File: src/rtl/bkvt_pkg.sv
// types, codes and byte constants of the key/value tokenizer
package bkvt_pkg;

    // scanner state, one-hot
    typedef enum logic [5:0] {
        M_BETWEEN = 6'b000001,
        M_SLASH   = 6'b000010,
        M_COMMENT = 6'b000100,
        M_STRING  = 6'b001000,
        M_ESCAPE  = 6'b010000,
        M_WORD    = 6'b100000
    } mode_t;

    typedef enum logic [2:0] {
        ROLE_SKIP    = 3'd0,
        ROLE_WORD    = 3'd1,
        ROLE_OPENQ   = 3'd2,
        ROLE_CONTENT = 3'd3,
        ROLE_CLOSEQ  = 3'd4,
        ROLE_OPENB   = 3'd5,
        ROLE_CLOSEB  = 3'd6,
        ROLE_END     = 3'd7
    } role_t;

    localparam logic [7:0] CH_SLASH  = 8'h2F;
    localparam logic [7:0] CH_BSLASH = 8'h5C;
    localparam logic [7:0] CH_QUOTE  = 8'h22;
    localparam logic [7:0] CH_LBRACE = 8'h7B;
    localparam logic [7:0] CH_RBRACE = 8'h7D;
    localparam logic [7:0] CH_LF     = 8'h0A;
    localparam logic [7:0] CH_TAB    = 8'h09;
    localparam logic [7:0] CH_CR     = 8'h0D;
    localparam logic [7:0] CH_SPACE  = 8'h20;

    // result queue
    localparam int RES_DEPTH = 4;
    localparam int RES_AW    = $clog2(RES_DEPTH);
    localparam int RES_CW    = $clog2(RES_DEPTH + 1);

    typedef struct packed {
        logic [7:0] out_byte;
        role_t      role;
        logic       token_first;
        logic       last_of_run;
    } result_t;

    // everything one request produces
    typedef struct packed {
        logic [1:0] count;
        result_t    r0;
        result_t    r1;
        mode_t      next_mode;
    } dec_t;

endpackage

File: src/rtl/bkvt_in_if.sv
// request channel: text byte and end marker
interface bkvt_in_if;
    logic       valid;
    logic       ready;
    logic [7:0] in_byte;
    logic       end_marker;

    modport source (output valid, output in_byte, output end_marker, input ready);
    modport sink (input valid, input in_byte, input end_marker, output ready);
endinterface

File: src/rtl/bkvt_out_if.sv
// result channel: classified byte and its role
interface bkvt_out_if;
    logic       valid;
    logic       ready;
    logic [7:0] out_byte;
    logic [2:0] role;
    logic       token_first;
    logic       last_of_run;

    modport source (output valid, output out_byte, output role, output token_first,
                    output last_of_run, input ready);
    modport sink (input valid, input out_byte, input role, input token_first,
                  input last_of_run, output ready);
endinterface

File: src/rtl/bkvt_decode.sv
// per-byte classification and next scanner state
module bkvt_decode (
    input  logic [7:0]     in_byte,
    input  logic           end_marker,
    input  bkvt_pkg::mode_t mode,
    output bkvt_pkg::dec_t dec
);
    import bkvt_pkg::*;

    function automatic result_t mk(input logic [7:0] b, input role_t r, input logic f);
        result_t t;
        t.out_byte    = b;
        t.role        = r;
        t.token_first = f;
        t.last_of_run = 1'b0;
        return t;
    endfunction

    logic    is_sp;
    result_t wb_res;
    mode_t   wb_mode;
    dec_t    d;

    assign is_sp = (in_byte == CH_SPACE) || (in_byte >= CH_TAB && in_byte <= CH_CR);

    // byte that continues a word
    always_comb
    begin
        if (is_sp)
        begin
            wb_res  = mk(in_byte, ROLE_SKIP, 1'b0);
            wb_mode = M_BETWEEN;
        end
        else if (in_byte == CH_LBRACE)
        begin
            wb_res  = mk(in_byte, ROLE_OPENB, 1'b1);
            wb_mode = M_BETWEEN;
        end
        else if (in_byte == CH_RBRACE)
        begin
            wb_res  = mk(in_byte, ROLE_CLOSEB, 1'b1);
            wb_mode = M_BETWEEN;
        end
        else
        begin
            wb_res  = mk(in_byte, ROLE_WORD, 1'b0);
            wb_mode = M_WORD;
        end
    end

    always_comb
    begin
        d.count     = 2'd1;
        d.r0        = mk(in_byte, ROLE_SKIP, 1'b0);
        d.r1        = mk(8'h00, ROLE_END, 1'b0);
        d.next_mode = mode;
        if (end_marker)
        begin
            d.next_mode = M_BETWEEN;
            if (mode == M_SLASH)
            begin
                d.count = 2'd2;
                d.r0    = mk(CH_SLASH, ROLE_WORD, 1'b1);
            end
            else
            begin
                d.r0 = mk(8'h00, ROLE_END, 1'b0);
            end
        end
        else
        begin
            case (mode)
                M_SLASH:
                begin
                    d.count = 2'd2;
                    if (in_byte == CH_SLASH)
                    begin
                        d.r0        = mk(CH_SLASH, ROLE_SKIP, 1'b0);
                        d.r1        = mk(in_byte, ROLE_SKIP, 1'b0);
                        d.next_mode = M_COMMENT;
                    end
                    else
                    begin
                        d.r0        = mk(CH_SLASH, ROLE_WORD, 1'b1);
                        d.r1        = wb_res;
                        d.next_mode = wb_mode;
                    end
                end
                M_COMMENT:
                begin
                    if (in_byte == CH_LF)
                        d.next_mode = M_BETWEEN;
                end
                M_STRING:
                begin
                    if (in_byte == CH_QUOTE)
                    begin
                        d.r0        = mk(in_byte, ROLE_CLOSEQ, 1'b0);
                        d.next_mode = M_BETWEEN;
                    end
                    else
                    begin
                        d.r0 = mk(in_byte, ROLE_CONTENT, 1'b0);
                        if (in_byte == CH_BSLASH)
                            d.next_mode = M_ESCAPE;
                    end
                end
                M_ESCAPE:
                begin
                    d.r0        = mk(in_byte, ROLE_CONTENT, 1'b0);
                    d.next_mode = M_STRING;
                end
                M_WORD:
                begin
                    d.r0        = wb_res;
                    d.next_mode = wb_mode;
                end
                default:
                begin
                    d.next_mode = M_BETWEEN;
                    if (is_sp)
                        d.r0 = mk(in_byte, ROLE_SKIP, 1'b0);
                    else if (in_byte == CH_SLASH)
                    begin
                        // hold the slash until the next byte shows a comment or a word
                        d.count     = 2'd0;
                        d.next_mode = M_SLASH;
                    end
                    else if (in_byte == CH_LBRACE)
                        d.r0 = mk(in_byte, ROLE_OPENB, 1'b1);
                    else if (in_byte == CH_RBRACE)
                        d.r0 = mk(in_byte, ROLE_CLOSEB, 1'b1);
                    else if (in_byte == CH_QUOTE)
                    begin
                        d.r0        = mk(in_byte, ROLE_OPENQ, 1'b1);
                        d.next_mode = M_STRING;
                    end
                    else
                    begin
                        d.r0        = mk(in_byte, ROLE_WORD, 1'b1);
                        d.next_mode = M_WORD;
                    end
                end
            endcase
        end
        d.r0.last_of_run = (d.count == 2'd1);
        d.r1.last_of_run = 1'b1;
    end

    assign dec = d;

endmodule

File: src/rtl/brace_keyvalue_tokenizer_top.sv
// key/value text tokenizer top level: scanner state and result queue
//
//  channel   dir  payload                                    accepted when
//  tok_in    in   in_byte[7:0], end_marker                   valid && ready
//  tok_out   out  out_byte[7:0], role[2:0], token_first,     valid && ready
//                 last_of_run
//
// one request per clock while ready; its results go into a four-entry result queue
// a request giving two results needs two transfers on tok_out, which sets the long-run rate
// tok_in.ready is high while the queue has room for two results
// reset clears the scanner state and empties the queue; no clearing pass
module brace_keyvalue_tokenizer_top (
    input logic      clk,
    input logic      rst_n,
    bkvt_in_if.sink  tok_in,
    bkvt_out_if.source tok_out
);
    import bkvt_pkg::*;

    mode_t             mode_reg, mode_next;
    logic [RES_AW-1:0] wr_ptr_reg, wr_ptr_next;
    logic [RES_AW-1:0] rd_ptr_reg, rd_ptr_next;
    logic [RES_CW-1:0] count_reg, count_next;
    result_t           res_mem [RES_DEPTH];
    dec_t              dec;
    logic              in_fire;
    logic              out_fire;
    logic [1:0]        push_n;
    result_t           head;

    bkvt_decode u_decode (
        .in_byte    (tok_in.in_byte),
        .end_marker (tok_in.end_marker),
        .mode       (mode_reg),
        .dec        (dec)
    );

    assign tok_in.ready = (count_reg <= RES_CW'(RES_DEPTH - 2));
    assign in_fire      = tok_in.valid && tok_in.ready;
    assign out_fire     = tok_out.valid && tok_out.ready;
    assign push_n       = in_fire ? dec.count : 2'd0;

    always_comb
    begin
        mode_next   = in_fire ? dec.next_mode : mode_reg;
        wr_ptr_next = wr_ptr_reg + RES_AW'(push_n);
        rd_ptr_next = rd_ptr_reg + RES_AW'(out_fire);
        count_next  = count_reg + RES_CW'(push_n) - RES_CW'(out_fire);
    end

    always_ff @(posedge clk or negedge rst_n)
    begin
        if (!rst_n)
        begin
            mode_reg   <= M_BETWEEN;
            wr_ptr_reg <= '0;
            rd_ptr_reg <= '0;
            count_reg  <= '0;
        end
        else
        begin
            mode_reg   <= mode_next;
            wr_ptr_reg <= wr_ptr_next;
            rd_ptr_reg <= rd_ptr_next;
            count_reg  <= count_next;
        end
    end

    always_ff @(posedge clk)
    begin
        if (push_n != 2'd0)
            res_mem[wr_ptr_reg] <= dec.r0;
        if (push_n == 2'd2)
            res_mem[wr_ptr_reg + RES_AW'(1)] <= dec.r1;
    end

    assign head                = res_mem[rd_ptr_reg];
    assign tok_out.valid       = (count_reg != '0);
    assign tok_out.out_byte    = head.out_byte;
    assign tok_out.role        = head.role;
    assign tok_out.token_first = head.token_first;
    assign tok_out.last_of_run = head.last_of_run;

endmodule

File: src/flat_wrapper.sv
// flat-port wrapper written by rule: the top's interface ports become plain ports
module brace_keyvalue_tokenizer_top_flat import bkvt_pkg::*;
  (clk, rst_n, tok_in_valid, tok_in_in_byte, tok_in_end_marker, tok_in_ready, tok_out_valid, tok_out_out_byte, tok_out_role, tok_out_token_first, tok_out_last_of_run, tok_out_ready);
  bkvt_in_if tok_in_i ();
  bkvt_out_if tok_out_i ();
  input logic clk;
  input logic rst_n;
  input wire logic [$bits(tok_in_i.valid)-1:0] tok_in_valid;
  input wire logic [$bits(tok_in_i.in_byte)-1:0] tok_in_in_byte;
  input wire logic [$bits(tok_in_i.end_marker)-1:0] tok_in_end_marker;
  output wire logic [$bits(tok_in_i.ready)-1:0] tok_in_ready;
  output wire logic [$bits(tok_out_i.valid)-1:0] tok_out_valid;
  output wire logic [$bits(tok_out_i.out_byte)-1:0] tok_out_out_byte;
  output wire logic [$bits(tok_out_i.role)-1:0] tok_out_role;
  output wire logic [$bits(tok_out_i.token_first)-1:0] tok_out_token_first;
  output wire logic [$bits(tok_out_i.last_of_run)-1:0] tok_out_last_of_run;
  input wire logic [$bits(tok_out_i.ready)-1:0] tok_out_ready;
  assign tok_in_i.valid = tok_in_valid;
  assign tok_in_i.in_byte = tok_in_in_byte;
  assign tok_in_i.end_marker = tok_in_end_marker;
  assign tok_in_ready = tok_in_i.ready;
  assign tok_out_valid = tok_out_i.valid;
  assign tok_out_out_byte = tok_out_i.out_byte;
  assign tok_out_role = tok_out_i.role;
  assign tok_out_token_first = tok_out_i.token_first;
  assign tok_out_last_of_run = tok_out_i.last_of_run;
  assign tok_out_i.ready = tok_out_ready;
  brace_keyvalue_tokenizer_top u_core (.clk(clk), .rst_n(rst_n), .tok_in(tok_in_i), .tok_out(tok_out_i));
endmodule
File: config.mk
export PLATFORM = sky130hd
export DESIGN_NAME = brace_keyvalue_tokenizer_top_flat
export DESIGN_NICKNAME = d
export VERILOG_FILES = /design/src/rtl/bkvt_pkg.sv /design/src/rtl/bkvt_in_if.sv /design/src/rtl/bkvt_out_if.sv /design/src/rtl/bkvt_decode.sv /design/src/rtl/brace_keyvalue_tokenizer_top.sv /design/src/flat_wrapper.sv
export SDC_FILE = /design/constraint.sdc
export NUM_CORES = 1
export LEC_CHECK = 0
export ABC_AREA = 1
export BUFFER_PORTS_ARGS = -buffer_cell sky130_fd_sc_hd__buf_2
export CORE_UTILIZATION = 55
export DETAILED_ROUTE_END_ITERATION = 16
export PLACE_DENSITY = 0.72
export SYNTH_ARGS = -nofsm -noshare
export SYNTH_HDL_FRONTEND = slang
export SYNTH_SLANG_ARGS = --single-unit
File: constraint.sdc
create_clock -name clk -period 4.6 [get_ports clk]
set_input_delay 0.92 -clock clk [delete_from_list [all_inputs] [get_ports clk]]
set_output_delay 0.92 -clock clk [all_outputs]
set_load 0.01 [all_outputs]
==> results.ini, run 1 <==
[yosys]
synth_common_cells=179 x nand2_1, 67 x nor2_1, 60 x nand3_1, 48 x edfxtp_1, 47 x inv_1
ys.flop_type=edfxtp_1
yosysSeqAreaShare_pct=45.3
syn-mean-instance-area_um2=7.47
synthesis.area_um2=4080
synth_nets=565
async_reset_ff_share_pct=20.0
synth_cells=546
ys_seq_elements=65
synth_edf_count=48
yosysMostFrequentCell=nand2_1
netlist.area_leader.share_pct=35.3
synth_cell_types=31
synthTopCellsByArea=edfxtp_1 35%, nand2_1 16%, dfrtp_1 7.4%, nand3_1 7.4%, nor2_1 6.2%
ys_warn_count=0
synth_area_leader_cell=edfxtp_1

[timing]
relSlewSlack_pct=25.7
slew_violations=0
fin_crit_sh_pct=63.3
grt_setup_unrepaired=false
fmax_mhz=343
setup_viol=0
min_period_ps=2910
finalSetupTns_ps=0
tightestPinTransition_ps=1110
finClkSkew_ps=5.38
finalHoldViolCount=0

[route]
wl_per_cell_um=14.7
viasPerCell=5.54
drc_errors=0
dr_total_vias=3688
drtIter0Drc=439
first_pass_iters=5
postRouteAntennaNets=0
wl_mm=9.80

[floorplan]
io_pins=28
die_h_um=88.1
initial_utilization_pct=56.5
die_w_um=88.1
placeableCoreArea_um2=7210
dieArea_um2=7760
num_rows=31

[critical_path]
crit_path_start_kind=flop
cp-end-kind=output pin
crit_fanout=28
path_class=flop to output pin
reg2reg_slack_ps=1970
arrival_ps=1990
crit_required_ps=3680

[clock_tree]
cts_buffer_depth=2
clk_pin_slew_worst_paths_ps=70
postCtsHoldBufs=0
clkSinkCount=65
cts_resized=0
worstSkewPairLatency_ps=350
htree_num_levels=3
tritoncts=done
cts_buffers=9
cts-root-buf=clkbuf_8
cts_setup_buffers=0

[layout]
fillers=672
synthToLayoutAreaGrowth_pct=7.52
drive_gt1_share_pct=12.2
stdcell_area_um2=4390
largest_register_ffs=52
nNetsFinal=581
final_core_util_pct=60.8
antenna_cells=0

[global_route]
grt_use_total_pct=28.3
grt_pass1_wl_mm=16.2
grt-ovfl-total=0
grt_max_degree=53
antenna_found_initial=0
grt_pass1_vias=3322

[placement]
gp_congestion=0.892
port_buffers=27
dp_hpwl_mm=7.34
place_area_um2=4220

[power_and_ir_drop]
peakVddDrop_v=0.000319
leakage_uw=0.00210
power_density_nw_per_um2=508

[outcome]
outcome=completed

[hold_path]
hold_path_class=input pin to async pin

[job]
cap_viol_max_count=0

[per-layer routing]
layer	part of all wire (%)	global-route usage (%)	wire (um)
met5	0	0	0
met4	2.1	10.7	201
met3	10	5.28	1020
met2	44	42.0	4270
met1	44	41.2	4320
[worst paths after layout]
path / end / startpoint / cells past startpoint
worst max-delay path: tok_out_last_of_run / u_core.rd_ptr_reg[0] / 5
worst min-delay path: u_core.count_reg[2] / rst_n / 1
worst max register to register: u_core.res_mem[3][9] / u_core.mode_reg[3] / 6
worst min register to register: u_core.res_mem[2][0] / u_core.res_mem[2][0] / 2
max in group asynchronous: u_core.mode_reg[0] / rst_n / 1
min in group clk: u_core.res_mem[2][0] / u_core.res_mem[2][0] / 2
[metrics by stage]
stage	cells	worst slack (ps)	hold WS [ps]	total power (uW)
5_1_grt	666	1490	462	2400
2_1_floorplan	546	2060	414	1560
6_report	666	1690	446	2230
3_3_place_gp	650	1640	434	1780
3_5_place_dp	650	1600	439	1810
4_1_cts	666	1680	450	2230
[critical path, stage by stage, from the launching register on]
cell and delay (ps):
dfrtp_1 360, buf_4 210, inv_1 560, o21ai_0 180, o22ai_1 160, buf_2 160
[logic make-up (layout without fill, tap and decap cells)]
kind of cell	Yosys count	count (layout)	synth area share, %
flops	65	65	45.3
buf+inv	79	100	8.44
simple gates	327	327	34.0
compound gates	64	64	9.14
xor+xnor	5	5	1.07
fa+ha+maj	6	6	2.02
[report_power, final]
group / leakage [uW] / internal, uW / total, uW / switching, uW
clock: 0.0000830 / 194 / 427 / 234
sequential: 0.000648 / 763 / 844 / 81.6
combinational: 0.00137 / 306 / 954 / 649
total: 0.00210 / 1260 / 2230 / 964
[final cells by class]
class	instances	area [um2]	share of cell area, %
clock inverters	7	46.3	1.06
repair buffers	29	150	3.42
inverters	55	206	4.71
clock buffers	9	124	2.82
flip-flops and latches	65	1850	42.1
multi-input cells	402	1890	43.0
well taps	99	124	2.82
[cell usage in the layout, fill, tap and decap left out, drive strengths merged, types with 2 or more instances in the layout]
master / n
nand2: 181
nor2: 76
nand3: 60
inv: 56
edfxtp: 48
o21ai: 42
buf: 29
o22ai: 13
dfrtp: 12
clkbuf: 9
nand4: 8
a21oi: 7
ha: 5
xor2: 4
dfxtp: 4
clkinv: 4
nor3: 2
clkinvlp: 2
No activity file was read; power rests on OpenSTA's default activity.
==> run 2, diff against run 1 <==
--- a/config.mk
+++ b/config.mk
@@ -9,7 +9,7 @@
 export BUFFER_PORTS_ARGS = -buffer_cell sky130_fd_sc_hd__buf_2
 export CORE_UTILIZATION = 55
 export DETAILED_ROUTE_END_ITERATION = 16
-export PLACE_DENSITY = 0.72
+export PLACE_DENSITY = 0.74
 export SYNTH_ARGS = -nofsm -noshare
 export SYNTH_HDL_FRONTEND = slang
 export SYNTH_SLANG_ARGS = --single-unit
==> constraint.sdc (replaced) <==
create_clock -name clk -period 2.6 [get_ports clk]
set_input_delay 0.52 -clock clk [delete_from_list [all_inputs] [get_ports clk]]
set_output_delay 0.52 -clock clk [all_outputs]
set_load 0.01 [all_outputs]
==> results.ini, run 2 (synthesis results as in run 1) <==
[clock_tree]
postCtsHoldBufs=0  ; unchanged
worstSkewPairLatency_ps=360  ; was 350 ps
cts_buffer_depth=2  ; unchanged
cts_setup_buffers=0  ; unchanged
tritoncts=done  ; unchanged
cts_buffers=9  ; unchanged
clk_pin_slew_worst_paths_ps=70  ; about the same
clkSinkCount=65  ; unchanged
cts-root-buf=clkbuf_8  ; unchanged
cts_resized=0  ; unchanged
htree_num_levels=3  ; unchanged

[timing]
finalSetupTns_ps=0  ; unchanged
fin_crit_sh_pct=86.8
finalHoldViolCount=0  ; unchanged
relSlewSlack_pct=56.9  ; was 25.7%
finClkSkew_ps=8.67  ; was 5.38 ps
grt_setup_unrepaired=false  ; unchanged
tightestPinTransition_ps=645  ; was 1110 ps
slew_violations=0  ; unchanged
min_period_ps=2260
setup_viol=0  ; unchanged
fmax_mhz=443

[floorplan]
io_pins=28  ; unchanged
placeableCoreArea_um2=7210  ; unchanged
initial_utilization_pct=56.5  ; unchanged
die_w_um=88.1  ; unchanged
num_rows=31  ; unchanged
dieArea_um2=7760  ; unchanged
die_h_um=88.1  ; unchanged

[critical_path]
crit_fanout=9  ; was 28
path_class=flop to flop  ; was flop to output pin
crit_path_start_kind=flop  ; unchanged
slowest_delay_ps=440  ; was 560 ps
cp_num_buf_inv=1  ; was 3
path_cells=nor2_4, nand4_4, nor2_4, inv_2, ha_1, fa_1, xnor2_1, xor2_1  ; was buf_4, inv_1, o21ai_0, o22ai_1, buf_2
arrival_ps=2550  ; was 1990 ps
cpMaxStageDelayCell=dfrtp_1  ; was inv_1
path_delay_family=adder cells  ; was buffers and inverters
crit_required_ps=2890  ; was 3680 ps
cp-end-kind=flop  ; was output pin
crit_top_cell=nor2_4

[job]
cap_viol_max_count=0  ; unchanged

[route]
drtIter0Drc=325  ; was 439
dr_total_vias=3786  ; was 3,688
drc_errors=0  ; unchanged
first_pass_iters=5  ; unchanged
viasPerCell=5.56  ; was 5.54
postRouteAntennaNets=0  ; unchanged
wl_mm=10.3  ; was 9.80 mm
wl_per_cell_um=15.2  ; was 14.7 um

[global_route]
grt_use_total_pct=29.0  ; was 28.3%
grt_pass1_wl_mm=16.6  ; was 16.2 mm
grt_max_degree=37  ; was 53
grt-ovfl-total=0  ; unchanged
antenna_found_initial=0  ; unchanged
grt_pass1_vias=3335  ; was 3,322

[layout]
stdcell_count=681  ; was 666
synthToLayoutAreaGrowth_pct=11.2  ; was 7.52%
final_core_util_pct=62.9  ; was 60.8%
nNetsFinal=596  ; was 581
largest_register_ffs=52  ; unchanged
antenna_cells=0  ; unchanged
final_cell_mix=179 x nand2_1, 67 x nor2_1, 60 x nand3_1  ; unchanged
drive_gt1_share_pct=14.4  ; was 12.2%
layout_commonest_cell=nand2_1  ; unchanged
fillers=664  ; was 672

[outcome]
outcome=completed  ; unchanged

[power_and_ir_drop]
leakage_uw=0.00219  ; was 0.00210 uW
power_density_nw_per_um2=924  ; was 508 nW/um2
peakVddDrop_v=0.000508  ; was 0.000319 V

[placement]
gp_congestion=0.955  ; was 0.892
dp_hpwl_mm=7.31  ; was 7.34 mm
port_buffers=27  ; unchanged
place_inst=665  ; was 650

[hold_path]
hold_path_class=input pin to async pin  ; unchanged

## run 2: changes by cell type in the layout (fill, tap and decap cells not counted)
cell / previous run / this run
inv_6: 1 / 0
bufinv_16: 0 / 1
clkinv_4: 1 / 2
clkinv_2: 2 / 1
buf_12: 0 / 1
buf_4: 2 / 16
## run 2: worst paths after layout
path,end,from,slack [ps],depth (start not counted)
max reg2reg,u_core.count_reg[2],u_core.mode_reg[3],340,8
max,u_core.count_reg[2],u_core.mode_reg[3],340,8
min,u_core.count_reg[2],rst_n,40,1
min in group clk,u_core.res_mem[1][0],u_core.res_mem[1][0],450,2
min reg2reg,u_core.res_mem[1][0],u_core.res_mem[1][0],450,2
max in group asynchronous,u_core.mode_reg[0],rst_n,2280,1
## run 2: cell type report
type                    count  area [um2]  share of cell area (%)
inverters                  55         206                    4.55
repair buffers             44         275                    6.07
clock buffers               9         124                    2.73
well taps                  99         124                    2.73
clock inverters             7        71.3                    1.57
flip-flops and latches     65        1850                    40.7
multi-input cells         402        1890                    41.6
## run 2: layer usage
metal	track usage [%]	wire [um]
met1	39.0	4330
met2	47.1	4810
met3	5.75	964
met4	9.68	209
met5	0	0
## run 2: per-stage QoR
step	setup slack, ps	hold slack [ps]	cell area, um2	total power, uW
2_1_floorplan	367	224	4080	2760
3_3_place_gp	296	422	4340	3280
3_5_place_dp	246	427	4340	3350
4_1_cts	348	35.9	4540	4190
5_1_grt	171	51.4	4540	4500
6_report	343	39.2	4540	4190
## run 2: report_power, final
| part | switching [uW] | total (uW) | internal, uW |
|---|---|---|---|
| registers | 115 | 1460 | 1350 |
| logic | 1250 | 1880 | 629 |
| clock network | 408 | 847 | 440 |
| total | 1780 | 4190 | 2420 |
## run 2: worst reg2reg max path, stage by stage, from the launching register on
cell	delay (ps)
dfrtp_1	440
nor2_4	160
nand4_4	210
nor2_4	230
inv_2	60
ha_1	320
fa_1	430
xnor2_1	170
xor2_1	150
